### src/hw/rtl/frb_ram.sv
// Generic single-port-write, single-port-read RAM with registered read data.
`default_nettype none

module frb_ram #(
  parameter int WIDTH = 8,
  parameter int DEPTH = 16,
  localparam int AW = $clog2(DEPTH)
) (
  input  logic             clk,
  input  logic             we,
  input  logic [AW-1:0]    waddr,
  input  logic [WIDTH-1:0] wdata,
  input  logic             re,
  input  logic [AW-1:0]    raddr,
  output logic [WIDTH-1:0] rdata
);

  logic [WIDTH-1:0] mem [DEPTH];

  always_ff @(posedge clk) begin
    if (we) begin
      mem[waddr] <= wdata;
    end
    if (re) begin
      rdata <= mem[raddr];
    end
  end

endmodule

`default_nettype wire

### config.mk
export PLATFORM = sky130hd
export DESIGN_NAME = frb_ram
export DESIGN_NICKNAME = d
export VERILOG_FILES = /design/src/hw/rtl/frb_ram.sv
export SDC_FILE = /design/constraint.sdc
export NUM_CORES = 1
export LEC_CHECK = 0
export ABC_AREA = 1
export BUFFER_PORTS_ARGS = -buffer_cell sky130_fd_sc_hd__buf_4
export CORE_ASPECT_RATIO = 0.7
export CORE_MARGIN = 3
export CORE_UTILIZATION = 60
export DETAILED_ROUTE_END_ITERATION = 12
export PLACE_DENSITY = 0.77
export SLEW_MARGIN = 5
export SYNTH_ARGS = -nofsm -noshare
export SYNTH_HDL_FRONTEND = slang
export SYNTH_SLANG_ARGS = --single-unit
### constraint.sdc
create_clock -name clk -period 1.62 [get_ports clk]
set_clock_uncertainty 0.2 [all_clocks]
set_input_delay 0.324 -clock clk [delete_from_list [all_inputs] [get_ports clk]]
set_output_delay 0.324 -clock clk [all_outputs]
set_load 0.02 [all_outputs]
==> out/qor.yml, run 1 <==
run_status:
  status: "finished, final reports clean"
final_layout:
  final_cell_area_sq_um: 6890
  syn_to_final_growth_pct: 17.8
  nNetsFinal: 622
  layout-drive-gt1-share_pct: 14.4
  diodes: 0
  fill_cells: 617
clocking:
  path_clk_slew_ns: 0.06
  cts-resized-gates: 0
  cts_buffers: 17
  cts_tree: "built"
  postCtsSetupRepairBufs: 0
  htree_num_levels: 4
  cts_max_path_buffers: 2
  clkSinkCount: 136
  hold_buffers: 0
  insertion_delay_ns: 0.41
  cts_root_buf: "clkbuf_16"
synthesis:
  synth.distinct_cells: 11
  yosysWarnings: 0
  synth_area_sq_um: 5850
  synthCells: 551
  ys_seq_elements: 136
  seq_area_frac_synth_pct: 69.8
  syn-mean-instance-area_sq_um: 10.6
  synth_fp_nets: 570
die:
  initial_utilization_pct: 62.9
  fp.dieW_um: 124
  coreArea_sq_um: 9290
  die-area_sq_um: 11000
  ios: 27
  die_h_um: 88.6
  rows: 29
timing:
  worst_hold_slack_ns: 0.0256
  max_freq_ghz: 0.656
  post-route-min-period_ns: 1.52
  worst_pin_slew_ns: 0.642
  hold_viol: 0
  setup_violations: 0
  rsz0062_at_grt: "false"
  drv_slew: 0
  fin_ws_ns: 0.0966
  period_share_pct: 94.0
  slew_headroom_pct: 57.2
global_route:
  grt-ovfl-total: 0
  grt.total_usage_pct: 26.1
  grt_pass1_vias: 3826
  antenna_found_initial: 0
  grt_max_degree: 46
  grt_pass1_wl_um: 20100
placement:
  portBuffers: 26
  post_dp_cell_area_sq_um: 6300
  post-place-ws_ns: -0.0937
  gp_congestion: 0.822
  place_hpwl_um: 7800
worst_setup_path:
  crit_chain: "buf_4"
  critical_path.max_fanout: 1
  crit_path_start_kind: "register"
  cp_top_family: "flip-flops"
  max_stage_delay_ns: 0.41
  path_buf_inv: 1
  critPathSlowestCell: "edfxtp_1"
  end_kind: "output port"
  path_class: "reg -> out"
  arrival_ns: 1.00
  cp.required_ns: 1.10
detailed_routing:
  vias: 4005
  drc: 0
  drt-total-wl_um: 13000
  first_pass_iters: 5
  ant_nets: 0
  viasPerCell: 5.41
  drt_iter0_drc: 367
  routedWlPerCell_um: 17.5
pwr:
  power.share.clock_pct: 45.7
  sequentialPowerShare_pct: 47.9
  p_int_w: 0.00654
  total_power_w: 0.00832
  leakage_nw: 3.00
  switchingPower_w: 0.00178
  p_per_area_nw_per_um2: 1210
  power_frac_comb_pct: 6.4
  worst_ir_drop_vdd_v: 0.00103
  swShare_pct: 21.4
worst_hold_path:
  hold_class: "in -> reg"
run:
  drv_cap: 0
==> path summary, 6_finish.rpt <==
kind / endpoint / depth (start not counted) / slack, ns / start
worst min register to register: rdata[5] / 6 / 0.54 / mem[3][5]
worst min-delay path: mem[15][4] / 1 / 0.03 / wdata[4]
worst max register to register: rdata[2] / 6 / 0.30 / mem[15][2]
worst max-delay path: rdata[7] / 1 / 0.1 / rdata[7]
==> per-layer routing <==
metal / wire length, um / GRT usage [%] / vias to the layer above
li1: - / - / 1885
met1: 5530 / 36.5 / 1907
met2: 6140 / 40.4 / 193
met3: 1120 / 7.28 / 20
met4: 177 / 8.35 / 0
met5: 0 / 0 / -
==> sequential cells by signal, summed over array words and instances (netlist names) <==
name,cells
mem,128
rdata,8
==> placed cells by master (no fill, tap or decap) <==
cell type,instances
buf_12,3
bufinv_16,3
nor2_1,17
inv_2,2
clkbuf_16,17
nand2_1,173
nand3_1,97
edfxtp_1,136
clkinvlp_4,4
nand3b_1,2
clkinv_4,1
clkinv_1,1
buf_4,54
clkbuf_1,1
clkinv_2,5
inv_1,100
==> cell families after synthesis <==
family | after synthesis | synth area share (%)
buf+inv | 126 | 9.39
flops | 136 | 69.8
simple gates | 289 | 20.8
==> per-stage QoR <==
step / std cells / util, % / TNS [ns]
final: 740 / 74.2 / 0
after global routing: 740 / 74.2 / 0
after global placement: 708 / 67.8 / -0.354
after CTS: 740 / 74.2 / 0
after detailed placement: 708 / 67.8 / -0.577
after floorplan: 551 / - / 0
==> synthesized netlist by cell type <==
library cell | count | area, sq um
edfxtp_1 | 136 | 4080
nand3_1 | 97 | 485
buf_1 | 1 | 3.75
nor2_1 | 17 | 63.8
buf_2 | 13 | 65.1
buf_6 | 6 | 67.6
nand3b_1 | 2 | 15.0
buf_4 | 4 | 30.0
inv_2 | 2 | 7.51
inv_1 | 100 | 375
nand2_1 | 173 | 649
==> power groups by stage <==
stage          combinational [W]  clock, W  sequential [W]
6_report                0.000529   0.00381         0.00399
5_1_grt                 0.000584   0.00402         0.00399
4_1_cts                 0.000529   0.00384         0.00399
3_5_place_dp            0.000519         0         0.00406
3_3_place_gp            0.000506         0         0.00406
2_1_floorplan           0.000278         0         0.00408
==> area by class of cell <==
| type | instances | area, sq um | area share, % |
|---|---|---|---|
| clock buffer | 18 | 429 | 6.23 |
| clock inverter | 14 | 158 | 2.29 |
| inverter | 102 | 383 | 5.56 |
| multi-input combinational | 289 | 1210 | 17.6 |
| sequential | 136 | 4080 | 59.3 |
| tap | 124 | 155 | 2.25 |
| timing repair buffer | 57 | 465 | 6.76 |
(Power assumes the default switching activity.)
==> inputs of run 2 (changes only) <==
Settings changed: BUFFER_PORTS_ARGS -buffer_cell sky130_fd_sc_hd__buf_4 to not set, CORE_MARGIN 3 to 2, DONT_BUFFER_PORTS set to 1, PLACE_DENSITY 0.77 to 0.75.
==> out/qor.yml, run 2 (synthesis gave the netlist of run 1 again) <==
clocking:
  cts-resized-gates: 0
  htree_num_levels: 4
  cts_max_path_buffers: 2
  cts_buffers: 17
  postCtsSetupRepairBufs: 0
  cts_tree: "built"
  cts_root_buf: "clkbuf_16"
  clkSinkCount: 136
  path_clk_slew_ns: 0.05
  hold_buffers: 11
  insertion_delay_ns: 0.41
detailed_routing:
  ant_nets: 0
  routedWlPerCell_um: 18.8
  drt_iter0_drc: 593
  vias: 3860
  drc: 0
  viasPerCell: 5.40
  first_pass_iters: 5
  drt-total-wl_um: 13500
worst_setup_path:
  crit_path_start_kind: "input port"
  cp.required_ns: 1.51
  crit_chain: "dlygate4sd3_1"
  max_stage_delay_ns: 1.10
  path_buf_inv: 1
  arrival_ns: 1.44
  critical_path.max_fanout: 16
  cp_top_family: "buffers and inverters"
  critPathSlowestCell: "dlygate4sd3_1"
  end_kind: "register"
  path_class: "in -> reg"
die:
  fp.dieW_um: 122
  rows: 30
  initial_utilization_pct: 61.1
  die_h_um: 86.6
  ios: 27
  coreArea_sq_um: 9570
  die-area_sq_um: 10600
pwr:
  power.share.clock_pct: 41.6
  leakage_nw: 2.82
  sequentialPowerShare_pct: 52.9
  swShare_pct: 21.1
  p_per_area_nw_per_um2: 1150
  p_int_w: 0.00600
  power_frac_comb_pct: 5.5
  switchingPower_w: 0.00160
  worst_ir_drop_vdd_v: 0.00103
final_layout:
  nNetsFinal: 595
  largestRegisters: "mem x128, rdata x8"
  largest_register_ffs: 128
  diodes: 0
  layout-drive-gt1-share_pct: 6.98
  top_register: "mem"
  final_cells: 715
  syn_to_final_growth_pct: 13.0
  mostFrequentLayoutCells: "nand2_1 (173), edfxtp_1 (136), inv_1 (100)"
  final_common_cell: "nand2_1"
run:
  drv_cap: 0
global_route:
  grt_pass1_vias: 3773
  grt_max_degree: 66
  grt.total_usage_pct: 27.8
  antenna_found_initial: 0
  grt_pass1_wl_um: 20600
  grt-ovfl-total: 0
timing:
  post-route-min-period_ns: 1.55
  worst_pin_slew_ns: 0.872
  finalSetupTns_ns: 0
  setup_violations: 0
  drv_slew: 0
  period_share_pct: 95.6
  slew_headroom_pct: 41.7
  rsz0062_at_grt: "false"
  hold_viol: 0
  max_freq_ghz: 0.645
placement:
  gp_congestion: 0.887
  place_hpwl_um: 8230
  placed_cells: 674
  portBuffers: 0
run_status:
  status: "finished, final reports clean"
worst_hold_path:
  hold_class: "in -> reg"
run 2: changes by cell type in the layout (fill, tap and decap cells not counted):
cell,previous run,this run
clkinv_2,5,3
dlygate4sd3_1,0,11
buf_4,54,16
bufinv_16,3,0
clkinvlp_4,4,0
clkinv_4,1,0
clkbuf_1,1,5
clkinv_1,1,5
run 2: path summary, 6_finish.rpt:
kind,slack [ns],end,startpoint,cells after the start
setup / recovery,0.07,mem[3][4],wdata[4],1
hold / removal,0.01,rdata[0],raddr[2],3
setup reg to reg,0.23,rdata[3],mem[13][3],6
hold reg to reg,0.56,rdata[2],mem[6][2],6
run 2: worst reg2reg max path: cells and delay by family, from the launching register on:
family	cells	cell delay [ns]
AND/OR/NAND/NOR	5	0.53
flip-flops	1	0.35
buffers and inverters	1	0.06
run 2: area by class of cell:
cell class	instances	area (sq um)
repair buffers	30	290
flip-flops and latches	136	4080
fillers	706	2960
clock inverters	8	33.8
clock buffers	22	444
well taps	128	160
multi-input cells	289	1210
inverters	102	383
run 2: metrics by stage:
step	total power [W]	utilization (%)	worst slack, ns	hold slack (ns)	instance area [sq um]
2_1_floorplan	0.00436	-	0.145	0.223	5850
6_report	0.00760	69.0	0.0707	0.0108	6610
5_1_grt	0.00783	69.0	0.0501	0.0297	6610
3_5_place_dp	0.00441	62.9	0.00564	0.224	6020
3_3_place_gp	0.00440	62.9	0.0370	0.224	6020
4_1_cts	0.00763	69.0	0.123	0.000556	6610
run 2: per-layer routing:
| metal | track usage, % | up-vias | part of all wire [%] | wire [um] |
|---|---|---|---|---|
| met5 | 0 | - | 0 | 0 |
| li1 | - | 1828 | - | - |
| met4 | 8.99 | 0 | 1.3 | 175 |
| met3 | 10.8 | 17 | 13 | 1810 |
| met1 | 40.8 | 1791 | 43 | 5760 |
| met2 | 38.3 | 224 | 42 | 5710 |
run 2: power by group through the flow:
stage	Clock [W]	Combinational, W	Sequential, W
after floorplan	0	0.000278	0.00408
after global placement	0	0.000313	0.00409
after detailed placement	0	0.000320	0.00409
after CTS	0.00320	0.000412	0.00402
after global routing	0.00335	0.000462	0.00402
final	0.00316	0.000417	0.00402
